File: config.mk
export PLATFORM = sky130hd
export DESIGN_NAME = sss_cell_id_detector
export DESIGN_NICKNAME = d
export VERILOG_FILES = /design/src/sv/sss_pkg.sv /design/src/sv/sss_front.sv /design/src/sv/sss_fifo.sv /design/src/sv/sss_back.sv /design/src/sv/sss_cell_id_detector.sv
export SDC_FILE = /design/constraint.sdc
export NUM_CORES = 1
export LEC_CHECK = 0
export ABC_AREA = 1
export BUFFER_PORTS_ARGS = -buffer_cell sky130_fd_sc_hd__buf_2
export CORE_MARGIN = 8
export CORE_UTILIZATION = 64
export DETAILED_ROUTE_END_ITERATION = 8
export GPL_ROUTABILITY_DRIVEN = 1
export PLACE_DENSITY = 0.81
export SLEW_MARGIN = 10
export SYNTH_ARGS = -nofsm -noshare
export SYNTH_HDL_FRONTEND = slang
export SYNTH_SLANG_ARGS = --single-unit
File: constraint.sdc
create_clock -name clk -period 16.96 [get_ports clk]
set_input_delay 0.848 -clock clk [delete_from_list [all_inputs] [get_ports clk]]
set_output_delay 0.848 -clock clk [all_outputs]
set_load 0.01 [all_outputs]
File: src/sv/sss_pkg.sv
package sss_pkg;

    localparam int SEQ_LEN    = 31;
    localparam int NUM_SC     = 2 * SEQ_LEN;
    localparam int NUM_GROUPS = 168;
    localparam int SAMPLE_W   = 16;
    localparam int CNT_W      = 6;
    localparam int STEP_W     = 5;
    localparam int ACC_W      = 6;
    localparam int PEAK_W     = 5;
    localparam int SHIFT_W    = 5;
    localparam int GROUP_W    = 8;
    localparam int CELL_W     = 9;
    localparam int SECTOR_W   = 2;
    localparam int THRESH_W   = 5;
    localparam int CFG_W      = 5;
    localparam int STATUS_W   = 2;
    localparam int FIFO_DEPTH = 4;
    localparam int FIFO_AW    = $clog2(FIFO_DEPTH);

    localparam logic [THRESH_W-1:0] THRESH_RESET = 5'd31;
    localparam logic [5:0]          ODD_C_OFFSET = 6'd3;

    localparam logic REG_SECTOR = 1'b0;
    localparam logic REG_THRESH = 1'b1;

    localparam logic [3:0] TAPS_S = 4'b0010;
    localparam logic [3:0] TAPS_C = 4'b0100;
    localparam logic [3:0] TAPS_Z = 4'b1011;

    typedef enum logic [1:0] {
        SIGN_ZERO  = 2'd0,
        SIGN_PLUS  = 2'd1,
        SIGN_MINUS = 2'd3
    } sign_t;

    typedef enum logic [STATUS_W-1:0] {
        STATUS_FOUND = 2'd0,
        STATUS_WEAK  = 2'd1,
        STATUS_MISS  = 2'd2
    } status_t;

    // One queue word: the sign of a subcarrier and a flag on the last one of a symbol.
    typedef struct packed {
        logic  last;
        sign_t code;
    } word_t;

    typedef struct packed {
        logic [SECTOR_W-1:0] sector_id;
        logic [THRESH_W-1:0] match_threshold;
    } cfg_t;

    typedef struct packed {
        logic               found;
        logic [GROUP_W-1:0] group;
    } lookup_t;

    function automatic logic [SEQ_LEN-1:0] build_mseq(input logic [3:0] taps);
        logic [SEQ_LEN-1:0] x;
        logic               b;
        x    = '0;
        x[4] = 1'b1;
        for (int i = 0; i + 5 < SEQ_LEN; i++)
        begin
            b = x[i];
            if (taps[0]) b = b ^ x[i + 1];
            if (taps[1]) b = b ^ x[i + 2];
            if (taps[2]) b = b ^ x[i + 3];
            if (taps[3]) b = b ^ x[i + 4];
            x[i + 5] = b;
        end
        return x;
    endfunction

    localparam logic [SEQ_LEN-1:0] S_SEQ = build_mseq(TAPS_S);
    localparam logic [SEQ_LEN-1:0] C_SEQ = build_mseq(TAPS_C);
    localparam logic [SEQ_LEN-1:0] Z_SEQ = build_mseq(TAPS_Z);

    function automatic logic [4:0] mod31(input logic [5:0] v);
        return (v >= 6'(SEQ_LEN)) ? 5'(v - 6'(SEQ_LEN)) : v[4:0];
    endfunction

    // The pair table holds (m0, m1) with m1 - m0 = d and 31*(d-1) + m0 = m',
    // where m' skips a few values between groups; this inverts that mapping.
    function automatic lookup_t lookup_pair(input logic [4:0] lo, input logic [4:0] hi);
        logic [4:0] d;
        logic [2:0] dm1;
        logic [7:0] mp;
        lookup_t    r;
        d       = hi - lo;
        dm1     = 3'(d - 5'd1);
        mp      = {dm1, 5'b0} - {5'b0, dm1} + {3'b0, lo};
        r.found = 1'b0;
        r.group = '0;
        if (hi > lo && d <= 5'd7)
        begin
            case (mp) inside
                [8'd0:8'd29]:
                begin
                    r.found = 1'b1;
                    r.group = mp;
                end
                [8'd31:8'd59]:
                begin
                    r.found = 1'b1;
                    r.group = mp - 8'd1;
                end
                [8'd62:8'd89]:
                begin
                    r.found = 1'b1;
                    r.group = mp - 8'd3;
                end
                [8'd93:8'd119]:
                begin
                    r.found = 1'b1;
                    r.group = mp - 8'd6;
                end
                [8'd124:8'd149]:
                begin
                    r.found = 1'b1;
                    r.group = mp - 8'd10;
                end
                [8'd155:8'd179]:
                begin
                    r.found = 1'b1;
                    r.group = mp - 8'd15;
                end
                [8'd186:8'd188]:
                begin
                    r.found = 1'b1;
                    r.group = mp - 8'd21;
                end
                default:
                begin
                    r.found = 1'b0;
                end
            endcase
        end
        return r;
    endfunction

endpackage

File: src/sv/sss_front.sv
module sss_front (
    input  logic                           clk,
    input  logic                           rst_n,
    input  logic                           in_valid,
    output logic                           in_stall,
    input  logic signed [sss_pkg::SAMPLE_W-1:0] sample,
    input  logic                           q_full,
    output logic                           q_push,
    output sss_pkg::word_t                 q_word
);
    import sss_pkg::*;

    logic [CNT_W-1:0] count_reg, count_next;
    logic             last;

    assign in_stall = q_full;
    assign q_push   = in_valid && !q_full;
    assign last     = (count_reg == CNT_W'(NUM_SC - 1));

    always_comb
    begin
        q_word.last = last;
        if (sample == '0)
            q_word.code = SIGN_ZERO;
        else if (sample[SAMPLE_W-1])
            q_word.code = SIGN_MINUS;
        else
            q_word.code = SIGN_PLUS;
    end

    always_comb
    begin
        count_next = count_reg;
        if (q_push)
            count_next = last ? '0 : count_reg + CNT_W'(1);
    end

    always_ff @(posedge clk or negedge rst_n)
    begin
        if (!rst_n)
            count_reg <= '0;
        else
            count_reg <= count_next;
    end

endmodule

File: src/sv/sss_fifo.sv
module sss_fifo (
    input  logic           clk,
    input  logic           rst_n,
    input  logic           push,
    input  sss_pkg::word_t push_word,
    output logic           full,
    input  logic           pop,
    output sss_pkg::word_t pop_word,
    output logic           empty
);
    import sss_pkg::*;

    word_t              mem_reg [FIFO_DEPTH];
    logic [FIFO_AW-1:0] wr_ptr_reg, wr_ptr_next;
    logic [FIFO_AW-1:0] rd_ptr_reg, rd_ptr_next;
    logic [FIFO_AW:0]   count_reg, count_next;
    logic               do_push, do_pop;

    assign full     = (count_reg == (FIFO_AW + 1)'(FIFO_DEPTH));
    assign empty    = (count_reg == '0);
    assign do_push  = push && !full;
    assign do_pop   = pop && !empty;
    assign pop_word = mem_reg[rd_ptr_reg];

    always_comb
    begin
        wr_ptr_next = do_push ? wr_ptr_reg + FIFO_AW'(1) : wr_ptr_reg;
        rd_ptr_next = do_pop ? rd_ptr_reg + FIFO_AW'(1) : rd_ptr_reg;
        count_next  = count_reg;
        if (do_push && !do_pop)
            count_next = count_reg + (FIFO_AW + 1)'(1);
        else if (do_pop && !do_push)
            count_next = count_reg - (FIFO_AW + 1)'(1);
    end

    always_ff @(posedge clk or negedge rst_n)
    begin
        if (!rst_n)
        begin
            wr_ptr_reg <= '0;
            rd_ptr_reg <= '0;
            count_reg  <= '0;
        end
        else
        begin
            wr_ptr_reg <= wr_ptr_next;
            rd_ptr_reg <= rd_ptr_next;
            count_reg  <= count_next;
        end
    end

    always_ff @(posedge clk)
    begin
        if (do_push)
            mem_reg[wr_ptr_reg] <= push_word;
    end

endmodule

File: src/sv/sss_back.sv
module sss_back (
    input  logic                           clk,
    input  logic                           rst_n,
    input  sss_pkg::cfg_t                  cfg,
    input  logic                           q_empty,
    input  sss_pkg::word_t                 q_word,
    output logic                           q_pop,
    output logic                           out_valid,
    input  logic                           out_stall,
    output logic [sss_pkg::STATUS_W-1:0]   status,
    output logic [sss_pkg::CELL_W-1:0]     cell_id,
    output logic                           second_half,
    output logic [sss_pkg::SHIFT_W-1:0]    shift_even,
    output logic [sss_pkg::SHIFT_W-1:0]    shift_odd,
    output logic [sss_pkg::PEAK_W-1:0]     peak_even,
    output logic [sss_pkg::PEAK_W-1:0]     peak_odd
);
    import sss_pkg::*;

    typedef enum logic [6:0] {
        ST_LOAD   = 7'b0000001,
        ST_CORR_E = 7'b0000010,
        ST_SRCH_E = 7'b0000100,
        ST_CORR_O = 7'b0001000,
        ST_SRCH_O = 7'b0010000,
        ST_LOOKUP = 7'b0100000,
        ST_EMIT   = 7'b1000000
    } state_t;

    localparam logic signed [ACC_W-1:0] ACC_ONE   = ACC_W'(1);
    localparam logic signed [ACC_W-1:0] ACC_MINUS = -ACC_W'(1);

    state_t                   state_reg, state_next;
    logic [STEP_W-1:0]        step_reg, step_next;
    logic                     parity_reg, parity_next;
    logic                     out_valid_reg, out_valid_next;

    sign_t                    ev_reg [SEQ_LEN];
    sign_t                    ev_next [SEQ_LEN];
    sign_t                    od_reg [SEQ_LEN];
    sign_t                    od_next [SEQ_LEN];
    logic signed [ACC_W-1:0]  acc_reg [SEQ_LEN];
    logic signed [ACC_W-1:0]  acc_next [SEQ_LEN];
    logic signed [ACC_W-1:0]  delta [SEQ_LEN];
    logic [SEQ_LEN-1:0]       s_rot_reg, s_rot_next;

    logic [PEAK_W-1:0]        best_peak_reg, best_peak_next;
    logic [SHIFT_W-1:0]       best_shift_reg, best_shift_next;
    logic [SHIFT_W-1:0]       m0_reg, m0_next, m1_reg, m1_next;
    logic [PEAK_W-1:0]        pe_reg, pe_next, po_reg, po_next;
    status_t                  status_reg, status_next;
    logic                     half_reg, half_next;
    logic [GROUP_W-1:0]       group_reg, group_next;

    status_t                  out_status_reg, out_status_next;
    logic [CELL_W-1:0]        out_cell_reg, out_cell_next;
    logic                     out_half_reg, out_half_next;
    logic [SHIFT_W-1:0]       out_m0_reg, out_m0_next, out_m1_reg, out_m1_next;
    logic [PEAK_W-1:0]        out_pe_reg, out_pe_next, out_po_reg, out_po_next;

    logic                     last_step;
    logic                     odd_half;
    sign_t                    elem;
    logic [4:0]               c_idx, z_idx;
    logic                     descr, nz, neg;
    logic signed [ACC_W-1:0]  cand;
    logic                     better;
    logic [PEAK_W-1:0]        cand_peak;
    logic [SHIFT_W-1:0]       cand_shift;
    logic                     peak_low, swap;
    logic [SHIFT_W-1:0]       lo, hi;
    lookup_t                  lk;
    logic [CELL_W-1:0]        cell_calc;

    assign last_step = (step_reg == STEP_W'(SEQ_LEN - 1));
    assign odd_half  = (state_reg == ST_CORR_O);
    assign elem      = odd_half ? od_reg[0] : ev_reg[0];
    assign c_idx     = mod31(6'(step_reg) + 6'(cfg.sector_id) + (odd_half ? ODD_C_OFFSET : 6'd0));
    assign z_idx     = mod31(6'(step_reg) + 6'(m0_reg[2:0]));
    assign descr     = C_SEQ[c_idx] ^ (odd_half & Z_SEQ[z_idx]);
    assign nz        = (elem != SIGN_ZERO);
    assign neg       = elem[1] ^ descr;

    always_comb
    begin
        for (int j = 0; j < SEQ_LEN; j++)
            delta[j] = !nz ? '0 : ((neg ^ s_rot_reg[j]) ? ACC_MINUS : ACC_ONE);
    end

    assign cand       = acc_reg[step_reg];
    assign better     = cand > $signed({1'b0, best_peak_reg});
    assign cand_peak  = better ? cand[PEAK_W-1:0] : best_peak_reg;
    assign cand_shift = better ? step_reg : best_shift_reg;

    assign peak_low = (pe_reg < cfg.match_threshold) || (po_reg < cfg.match_threshold);
    assign swap     = (m0_reg > m1_reg);
    assign lo       = swap ? m1_reg : m0_reg;
    assign hi       = swap ? m0_reg : m1_reg;
    assign lk       = lookup_pair(lo, hi);

    assign cell_calc = ({1'b0, group_reg} << 1) + {1'b0, group_reg} + CELL_W'(cfg.sector_id);

    always_comb
    begin
        state_next      = state_reg;
        step_next       = step_reg;
        parity_next     = parity_reg;
        out_valid_next  = out_valid_reg;
        ev_next         = ev_reg;
        od_next         = od_reg;
        acc_next        = acc_reg;
        s_rot_next      = s_rot_reg;
        best_peak_next  = best_peak_reg;
        best_shift_next = best_shift_reg;
        m0_next         = m0_reg;
        m1_next         = m1_reg;
        pe_next         = pe_reg;
        po_next         = po_reg;
        status_next     = status_reg;
        half_next       = half_reg;
        group_next      = group_reg;
        out_status_next = out_status_reg;
        out_cell_next   = out_cell_reg;
        out_half_next   = out_half_reg;
        out_m0_next     = out_m0_reg;
        out_m1_next     = out_m1_reg;
        out_pe_next     = out_pe_reg;
        out_po_next     = out_po_reg;
        q_pop           = 1'b0;

        if (out_valid_reg && !out_stall)
            out_valid_next = 1'b0;

        case (state_reg)
            ST_LOAD:
            begin
                if (!q_empty)
                begin
                    q_pop       = 1'b1;
                    parity_next = ~parity_reg;
                    if (parity_reg)
                    begin
                        for (int k = 0; k < SEQ_LEN - 1; k++)
                            od_next[k] = od_reg[k + 1];
                        od_next[SEQ_LEN-1] = q_word.code;
                    end
                    else
                    begin
                        for (int k = 0; k < SEQ_LEN - 1; k++)
                            ev_next[k] = ev_reg[k + 1];
                        ev_next[SEQ_LEN-1] = q_word.code;
                    end
                    if (q_word.last)
                    begin
                        parity_next = 1'b0;
                        step_next   = '0;
                        s_rot_next  = S_SEQ;
                        for (int j = 0; j < SEQ_LEN; j++)
                            acc_next[j] = '0;
                        state_next  = ST_CORR_E;
                    end
                end
            end
            ST_CORR_E, ST_CORR_O:
            begin
                for (int j = 0; j < SEQ_LEN; j++)
                    acc_next[j] = acc_reg[j] + delta[j];
                if (odd_half)
                begin
                    for (int k = 0; k < SEQ_LEN - 1; k++)
                        od_next[k] = od_reg[k + 1];
                    od_next[SEQ_LEN-1] = od_reg[0];
                end
                else
                begin
                    for (int k = 0; k < SEQ_LEN - 1; k++)
                        ev_next[k] = ev_reg[k + 1];
                    ev_next[SEQ_LEN-1] = ev_reg[0];
                end
                s_rot_next = {s_rot_reg[0], s_rot_reg[SEQ_LEN-1:1]};
                step_next  = step_reg + STEP_W'(1);
                if (last_step)
                begin
                    step_next       = '0;
                    best_peak_next  = '0;
                    best_shift_next = '0;
                    state_next      = odd_half ? ST_SRCH_O : ST_SRCH_E;
                end
            end
            ST_SRCH_E:
            begin
                best_peak_next  = cand_peak;
                best_shift_next = cand_shift;
                step_next       = step_reg + STEP_W'(1);
                if (last_step)
                begin
                    m0_next    = cand_shift;
                    pe_next    = cand_peak;
                    step_next  = '0;
                    s_rot_next = S_SEQ;
                    for (int j = 0; j < SEQ_LEN; j++)
                        acc_next[j] = '0;
                    state_next = ST_CORR_O;
                end
            end
            ST_SRCH_O:
            begin
                best_peak_next  = cand_peak;
                best_shift_next = cand_shift;
                step_next       = step_reg + STEP_W'(1);
                if (last_step)
                begin
                    m1_next    = cand_shift;
                    po_next    = cand_peak;
                    step_next  = '0;
                    state_next = ST_LOOKUP;
                end
            end
            ST_LOOKUP:
            begin
                if (peak_low)
                begin
                    status_next = STATUS_WEAK;
                    half_next   = 1'b0;
                    group_next  = '0;
                end
                else
                begin
                    status_next = lk.found ? STATUS_FOUND : STATUS_MISS;
                    half_next   = swap;
                    group_next  = lk.group;
                end
                state_next = ST_EMIT;
            end
            ST_EMIT:
            begin
                if (!out_valid_reg || !out_stall)
                begin
                    out_valid_next  = 1'b1;
                    out_status_next = status_reg;
                    out_cell_next   = (status_reg == STATUS_FOUND) ? cell_calc : '0;
                    out_half_next   = half_reg;
                    out_m0_next     = m0_reg;
                    out_m1_next     = m1_reg;
                    out_pe_next     = pe_reg;
                    out_po_next     = po_reg;
                    state_next      = ST_LOAD;
                end
            end
            default:
            begin
                state_next = ST_LOAD;
            end
        endcase
    end

    always_ff @(posedge clk or negedge rst_n)
    begin
        if (!rst_n)
        begin
            state_reg     <= ST_LOAD;
            step_reg      <= '0;
            parity_reg    <= 1'b0;
            out_valid_reg <= 1'b0;
        end
        else
        begin
            state_reg     <= state_next;
            step_reg      <= step_next;
            parity_reg    <= parity_next;
            out_valid_reg <= out_valid_next;
        end
    end

    always_ff @(posedge clk)
    begin
        ev_reg         <= ev_next;
        od_reg         <= od_next;
        acc_reg        <= acc_next;
        s_rot_reg      <= s_rot_next;
        best_peak_reg  <= best_peak_next;
        best_shift_reg <= best_shift_next;
        m0_reg         <= m0_next;
        m1_reg         <= m1_next;
        pe_reg         <= pe_next;
        po_reg         <= po_next;
        status_reg     <= status_next;
        half_reg       <= half_next;
        group_reg      <= group_next;
        out_status_reg <= out_status_next;
        out_cell_reg   <= out_cell_next;
        out_half_reg   <= out_half_next;
        out_m0_reg     <= out_m0_next;
        out_m1_reg     <= out_m1_next;
        out_pe_reg     <= out_pe_next;
        out_po_reg     <= out_po_next;
    end

    assign out_valid   = out_valid_reg;
    assign status      = out_status_reg;
    assign cell_id     = out_cell_reg;
    assign second_half = out_half_reg;
    assign shift_even  = out_m0_reg;
    assign shift_odd   = out_m1_reg;
    assign peak_even   = out_pe_reg;
    assign peak_odd    = out_po_reg;

endmodule

File: src/sv/sss_cell_id_detector.sv
// Channel   Direction  Handshake            Payload
// input     in         in_valid / in_stall  sample (16-bit signed subcarrier)
// output    out        out_valid/out_stall  status, cell_id, second_half, shifts, peaks
// config    in         cfg_write            cfg_index, cfg_data
//
// A symbol is 62 words; the front takes one word per cycle, unless the four-word queue
// is full. After the last word the back accumulates, then searches, each half in turn over
// 31 parallel shift accumulators, and then passes through a lookup state and an emit state.
// Reset is asynchronous; it clears control state and the sector and sets the threshold to 31,
// but leaves the data registers alone; no clearing pass is needed.
// A stalled result holds in the output register while the front keeps filling the queue.
module sss_cell_id_detector (
    input  logic                                clk,
    input  logic                                rst_n,
    input  logic                                in_valid,
    output logic                                in_stall,
    input  logic signed [sss_pkg::SAMPLE_W-1:0] sample,
    output logic                                out_valid,
    input  logic                                out_stall,
    output logic [sss_pkg::STATUS_W-1:0]        status,
    output logic [sss_pkg::CELL_W-1:0]          cell_id,
    output logic                                second_half,
    output logic [sss_pkg::SHIFT_W-1:0]         shift_even,
    output logic [sss_pkg::SHIFT_W-1:0]         shift_odd,
    output logic [sss_pkg::PEAK_W-1:0]          peak_even,
    output logic [sss_pkg::PEAK_W-1:0]          peak_odd,
    input  logic                                cfg_write,
    input  logic                                cfg_index,
    input  logic [sss_pkg::CFG_W-1:0]           cfg_data
);
    import sss_pkg::*;

    logic [SECTOR_W-1:0] sector_reg;
    logic [THRESH_W-1:0] thresh_reg;
    cfg_t                cfg;
    logic                q_full, q_push, q_pop, q_empty;
    word_t               push_word, pop_word;

    always_ff @(posedge clk or negedge rst_n)
    begin
        if (!rst_n)
        begin
            sector_reg <= '0;
            thresh_reg <= THRESH_RESET;
        end
        else if (cfg_write)
        begin
            case (cfg_index)
                REG_SECTOR: sector_reg <= cfg_data[SECTOR_W-1:0];
                REG_THRESH: thresh_reg <= cfg_data[THRESH_W-1:0];
                default:    sector_reg <= sector_reg;
            endcase
        end
    end

    assign cfg.sector_id       = sector_reg;
    assign cfg.match_threshold = thresh_reg;

    sss_front u_front (
        .clk      (clk),
        .rst_n    (rst_n),
        .in_valid (in_valid),
        .in_stall (in_stall),
        .sample   (sample),
        .q_full   (q_full),
        .q_push   (q_push),
        .q_word   (push_word)
    );

    sss_fifo u_fifo (
        .clk       (clk),
        .rst_n     (rst_n),
        .push      (q_push),
        .push_word (push_word),
        .full      (q_full),
        .pop       (q_pop),
        .pop_word  (pop_word),
        .empty     (q_empty)
    );

    sss_back u_back (
        .clk         (clk),
        .rst_n       (rst_n),
        .cfg         (cfg),
        .q_empty     (q_empty),
        .q_word      (pop_word),
        .q_pop       (q_pop),
        .out_valid   (out_valid),
        .out_stall   (out_stall),
        .status      (status),
        .cell_id     (cell_id),
        .second_half (second_half),
        .shift_even  (shift_even),
        .shift_odd   (shift_odd),
        .peak_even   (peak_even),
        .peak_odd    (peak_odd)
    );

endmodule

# ---- Word level (Yosys, flattened, before mapping)
# Memories as Yosys holds them, arrays and structs flattened.
# Cells that the tools add are included.
dict set report totals {
  ff_bits 448
  ram_bits 12
  mem_bits_ro 64
  elab_cells 443
  mem_count 3
}
# memory words word_bits rd rd_ports_with_merged_regs wr line
set memory_table {}
lappend memory_table {{(name not given)} 32 1 1 0 0 sss_back.sv:80} ;# assign descr = C_SEQ[c_idx] ^ (odd_half & Z_SEQ[z_idx]);
lappend memory_table {{(name not given)} 32 1 1 0 0 sss_back.sv:80}
lappend memory_table {u_fifo.mem_reg 4 3 1 0 1 sss_fifo.sv:13} ;# word_t mem_reg [FIFO_DEPTH];
dict set report op_classes {
  n_addsub 54
  n_lt_le_gt_ge 25
  n_eq_ne 20
  muxes 135
  n_bitwise 39
  n_reduce_logical 47
}
# cell count
set op_table {}
lappend op_table {{$mux 186} 3}
lappend op_table {{$pmux 186 s3} 1}
lappend op_table {{$mux 6} 65}
lappend op_table {{$mux 62} 6}
lappend op_table {{$pmux 62 s2} 2}
lappend op_table {{$add 6x6->6} 31}
lappend op_table {{$mux 31} 3}
lappend op_table {{$pmux 31 s3} 1}
lappend op_table {{$mux 8} 7}
lappend op_table {{$mux 5} 11}
lappend op_table {{$mux 7} 6}
lappend op_table {{$pmux 7 s6} 1}
lappend op_table {{$xor 1x1->1} 33}
lappend op_table {{$bmux 6 s5} 1}
lappend op_table {{$pmux 5 s2} 3}
lappend op_table {{$le 8x8->1 const B} 3}
lappend op_table {{$mux 1} 17}
lappend op_table {{$ge 8x7->1 const B} 2}
lappend op_table {{$ge 8x8->1 const B} 2}
lappend op_table {{$le 8x7->1 const B} 2}
lappend op_table {{$logic_not 16->1} 1}
lappend op_table {{$sub 8x4->8 const B} 2}
lappend op_table {{$logic_and 1x1->1} 14}
lappend op_table {{$reduce_and 2->1} 7}
lappend op_table {{other kinds (59)} 96}

# ---- Logic depth before layout (Yosys ltp)
dict set report depth {
  depth_word 17
  mapped_depth 42
}

# ---- Hierarchy
# From an unflattened synthesis, not the netlist that was laid out.
dict set report unflattened {
  hier_cells 2984
  area_unflattened_um2 28009.4
}
# mod n_inst cells_each area_each_um2 seq_area_each_um2
set by_module_without_submodules {}
lappend by_module_without_submodules {sss_back 1 2788 26350.3 12783.5}
lappend by_module_without_submodules {sss_fifo 1 96 934.6 535.5}
lappend by_module_without_submodules {sss_front 1 68 436.7 150.1}
lappend by_module_without_submodules {sss_cell_id_detector 1 32 287.8 181.4}

# ---- Worst setup path after synthesis
# OpenSTA, ideal clock, no wires.
dict set report synth_path {
  kind {reg-to-reg}
  from {reg u_back.state_reg[3]}
  to {reg u_back.acc_reg[0] in the netlist's numbering, enable pin}
  t_arrival_ps 13082
  required_time_ps 16036
  path_slack_ps 2955
  stages_incl_launch_ff 6
  synth_period_minus_slack_ps 14005
  path_cell_list {dfrtp_1 -> nor2_1 -> inv_1 -> nor4_1 -> inv_1 -> a31oi_1}
}
dict set report synth_between {
  elab_chain_cells 4
}
# item line
set synth_lines {}
lappend synth_lines {{from (decl)} sss_back.sv:33} ;# state_t state_reg, state_next;
lappend synth_lines {{from (signal assigned)} sss_back.sv:268} ;# state_reg <= state_next;
lappend synth_lines {{$eq 7x2->1 / $eq 7x4->1 (equally long branches)} sss_back.sv:134} ;# case (state_reg)
lappend synth_lines {{$reduce_or 2->1} sss_back.sv:134}
lappend synth_lines {{$reduce_bool 3->1 (no source line)} --}
lappend synth_lines {{$reduce_and 4->1 (no source line) (*)} --}
lappend synth_lines {{to (signal assigned)} sss_back.sv:279} ;# acc_reg <= acc_next;
lappend synth_lines {{to (decl)} sss_back.sv:42} ;# logic signed [ACC_W-1:0] acc_reg [SEQ_LEN];
# Mark *: on every way between the ends. The rest lies on a longest branch, timed or not.
# A chain may end at the register's enable or synchronous reset.

# ---- Final worst setup path
dict set report layout_path {
  from {reg u_back.state_reg[5]}
  to {reg u_back.acc_reg[173] in the netlist's numbering, data pin}
}
dict set report layout_between {
  elab_chain_cells 14
}
# item line
set layout_lines {}
lappend layout_lines {{$eq 7x4->1} {sss_back.sv:76, sss_back.sv:134}}
lappend layout_lines {{$mux 2} sss_back.sv:78} ;# assign c_idx = mod31(6'(step_reg) + 6'(cfg.sector_id) + (odd_half ? ODD_C_OFFSET : 6'd0));
lappend layout_lines {{$add 6x2->6} sss_back.sv:78}
lappend layout_lines {{$sub 5x5->5 / $ge 6x5->1 (equally long branches)} sss_pkg.sv:81} ;# return (v >= 6'(SEQ_LEN)) ? 5'(v - 6'(SEQ_LEN)) : v[4:0];
lappend layout_lines {{$mux 5} sss_pkg.sv:81}
lappend layout_lines {{$mem_v2 32x1} --}
lappend layout_lines {{$mux 1 (implied by the code)} sss_back.sv:80}
lappend layout_lines {{$xor 1x1->1} sss_back.sv:80}
lappend layout_lines {{$xor 1x1->1} sss_back.sv:82} ;# assign neg = elem[1] ^ descr;
lappend layout_lines {{$xor 1x1->1} sss_back.sv:87} ;# delta[j] = !nz ? '0 : ((neg ^ s_rot_reg[j]) ? ACC_MINUS : ACC_ONE);
lappend layout_lines {{$mux 6 (2 in a row)} sss_back.sv:87}
lappend layout_lines {{$add 6x6->6} sss_back.sv:167} ;# acc_next[j] = acc_reg[j] + delta[j];
lappend layout_lines {{$pmux 186 s3 (*)} sss_back.sv:134}
# Mark *: on every way between the ends. The rest lies on a longest branch, timed or not. The select of a mux whose other input is x is not followed.

==> flow_summary.json <==
{
  "outcome": "completed",
  "setup_viol": 0,
  "syn_nets": 3187,
  "tns_ns": 0,
  "syn_area_per_cell_um2": 9.546,
  "grt_pass1_vias": 20950,
  "max_cap_viol_count": 0,
  "drc": 0,
  "totalWireLength_um": 63400,
  "post_cts_buffers": 0,
  "crit_path_top_delay_cell": "nand2_4",
  "hold_buffers": 0,
  "antenna_left": 0,
  "rsz0062_at_grt": "false",
  "cts_buffers": 48,
  "cp.depth": 39,
  "grt_remaining_overflow": 0,
  "cp_common_cell": "nand2_1",
  "clk_path_buf_depth": 3,
  "synth.top_cells.by_area": "edfxtp_1, ha_1, inv_1",
  "finalCritPeriodShare": 0.4483,
  "ys_async_sr_fraction": 0.07391,
  "grtUsageTotal": 0.2535,
  "grt_pass1_wl_um": 103600,
  "start_util": 0.6451,
  "crit_type": "reg2reg",
  "synth_edf_count": 426,
  "ys_seq_area_frac": 0.4934,
  "dp_hpwl_um": 42690,
  "root_buffer": "clkbuf_16",
  "reg2reg_slack_ns": 9.36,
  "fillCellCount": 3047,
  "crit_path_end_kind": "flop",
  "critPathMaxFanout": 32,
  "diodes": 0,
  "skew_ns": 0.01682,
  "drtIter0Drc": 2317,
  "clock.fmax_mhz": 131.5,
  "cp_top_family": "simple AND/OR/NAND/NOR gates",
  "synth_top_area_cell": "edfxtp_1",
  "finalHoldViolCount": 0,
  "critPathArrivalTime_ns": 7.96,
  "yosysTopAreaCellShare": 0.4624,
  "largest_reg_flops": 186,
  "crit_buf_inv": 8,
  "grt_max_degree": 85,
  "clock-sinks": 460,
  "slowest_delay_ns": 0.72,
  "synthesis.area_um2": 27660,
  "synth.ff_latch_count": 460,
  "dieWidth_um": 223.9,
  "finalCriticalPeriod_ns": 7.603,
  "routedWlPerCell_um": 17.76,
  "drv_slew": 0,
  "drt_first_pass_iters": 6,
  "synth.yosys.warnings": 0,
  "vias_per_cell": 5.787,
  "gp_congestion": 0.9204,
  "postSynthCellCount": 2898,
  "worst_pin_slew_ns": 1.147,
  "yosys-top-cells-count": "inv_1, edfxtp_1, nor2_1",
  "antenna_found_initial": 0,
  "cp-start-kind": "flop",
  "die_h_um": 223.9,
  "min_path_type": "in2async",
  "ys.flop_type": "edfxtp_1",
  "core_area_um2": 42890,
  "clk_pin_slew_ns": 0.06,
  "cts_tree": "done",
  "reg2reg_depth": 39,
  "area_delta_synth_final_pct": 9.095,
  "relSlewSlack": 0.2355,
  "rows": 76,
  "dieArea_um2": 50130,
  "ys_types": 57,
  "final_layout_size_suffix_gt1_frac": 0.09380,
  "ioPinCount": 61,
  "cts.repair.resized": 0,
  "clock_latency_ns": 0.61,
  "cts-htree-levels": 2,
  "cp.required_ns": 17.32,
  "nets": 3234,
  "vias": 20660,
  "io_buffer_count": 60,
  "yosysMostFrequentCell": "inv_1"
}
-- final timing paths --
path,from,endpoint
setup / recovery,u_back.state_reg[5],u_back.acc_reg[173]
hold reg to reg,u_back.od_reg[29],u_back.od_reg[31]
hold / removal,rst_n,u_fifo.wr_ptr_reg[1]
max in group asynchronous,rst_n,u_back.step_reg[0]
min in group clk,u_back.od_reg[29],u_back.od_reg[31]
setup reg to reg,u_back.state_reg[5],u_back.acc_reg[173]
-- logic make-up (layout without fill, tap and decap cells) --
group,count (synthesis),count (layout),synth area share
mux,1,1,0.0004070
flops,460,460,0.4934
compound gates,486,486,0.1011
fa+ha+maj,262,262,0.1291
simple gates,1039,1039,0.1689
buf+inv,563,650,0.07825
xor+xnor,87,87,0.02877
-- metal layers --
| layer | wire length, um | vias up | track usage |
|---|---|---|---|
| met5 | 0 | - | 0 |
| li1 | - | 9815 | - |
| met3 | 5007 | 157 | 0.04355 |
| met4 | 2020 | 0 | 0.09983 |
| met2 | 30850 | 834 | 0.4320 |
| met1 | 25520 | 9855 | 0.3204 |
-- metrics by stage --
step	utilization	cell area, um2	setup WS [ns]	hold WS, ns	cells
2_1_floorplan	-	27660	2.955	0.4003	2898
3_3_place_gp	0.6653	28530	9.960	0.4031	3480
3_5_place_dp	0.6653	28530	9.568	0.4045	3480
4_1_cts	0.7037	30180	9.462	0.3425	3570
5_1_grt	0.7037	30180	8.667	0.3878	3570
6_report	0.7037	30180	9.357	0.3335	3570
-- layout make-up --
| class | count | area (um2) | area share |
|---|---|---|---|
| inverters | 484 | 1819 | 0.06028 |
| clock buffers | 53 | 1230 | 0.04075 |
| flip-flops and latches | 460 | 13650 | 0.4523 |
| multi-input cells | 1875 | 11910 | 0.3946 |
| repair buffers | 76 | 420.4 | 0.01393 |
| well taps | 585 | 732.0 | 0.02425 |
| clock inverters | 37 | 417.9 | 0.01385 |
-- layout by cell type (no fill, tap or decap), types with 11 or more instances in the layout --
cell         n
edfxtp_1   426
inv_1      470
nand3_2     15
a31oi_1     27
dfrtp_1     27
a21oi_1    150
nand3_1    103
o21ai_0    185
o21ba_2     12
buf_4       16
o221ai_1    18
nand2_4     13
o22ai_1     25
clkinv_1    11
fa_1        39
o21a_1      15
nor3_1      15
nand4_1     17
inv_2       11
nand2_2     21
nor2_1     414
o21bai_1    12
xor2_1      66
clkbuf_16   48
buf_2       60
or2_2       18
clkinv_2    14
ha_1       223
o211ai_1    11
nand3b_1    26
nand2_1    364
xnor2_1     18
Power is not shown: default switching activity piles up to over one toggle a cycle in this logic, so the estimate is an artifact.
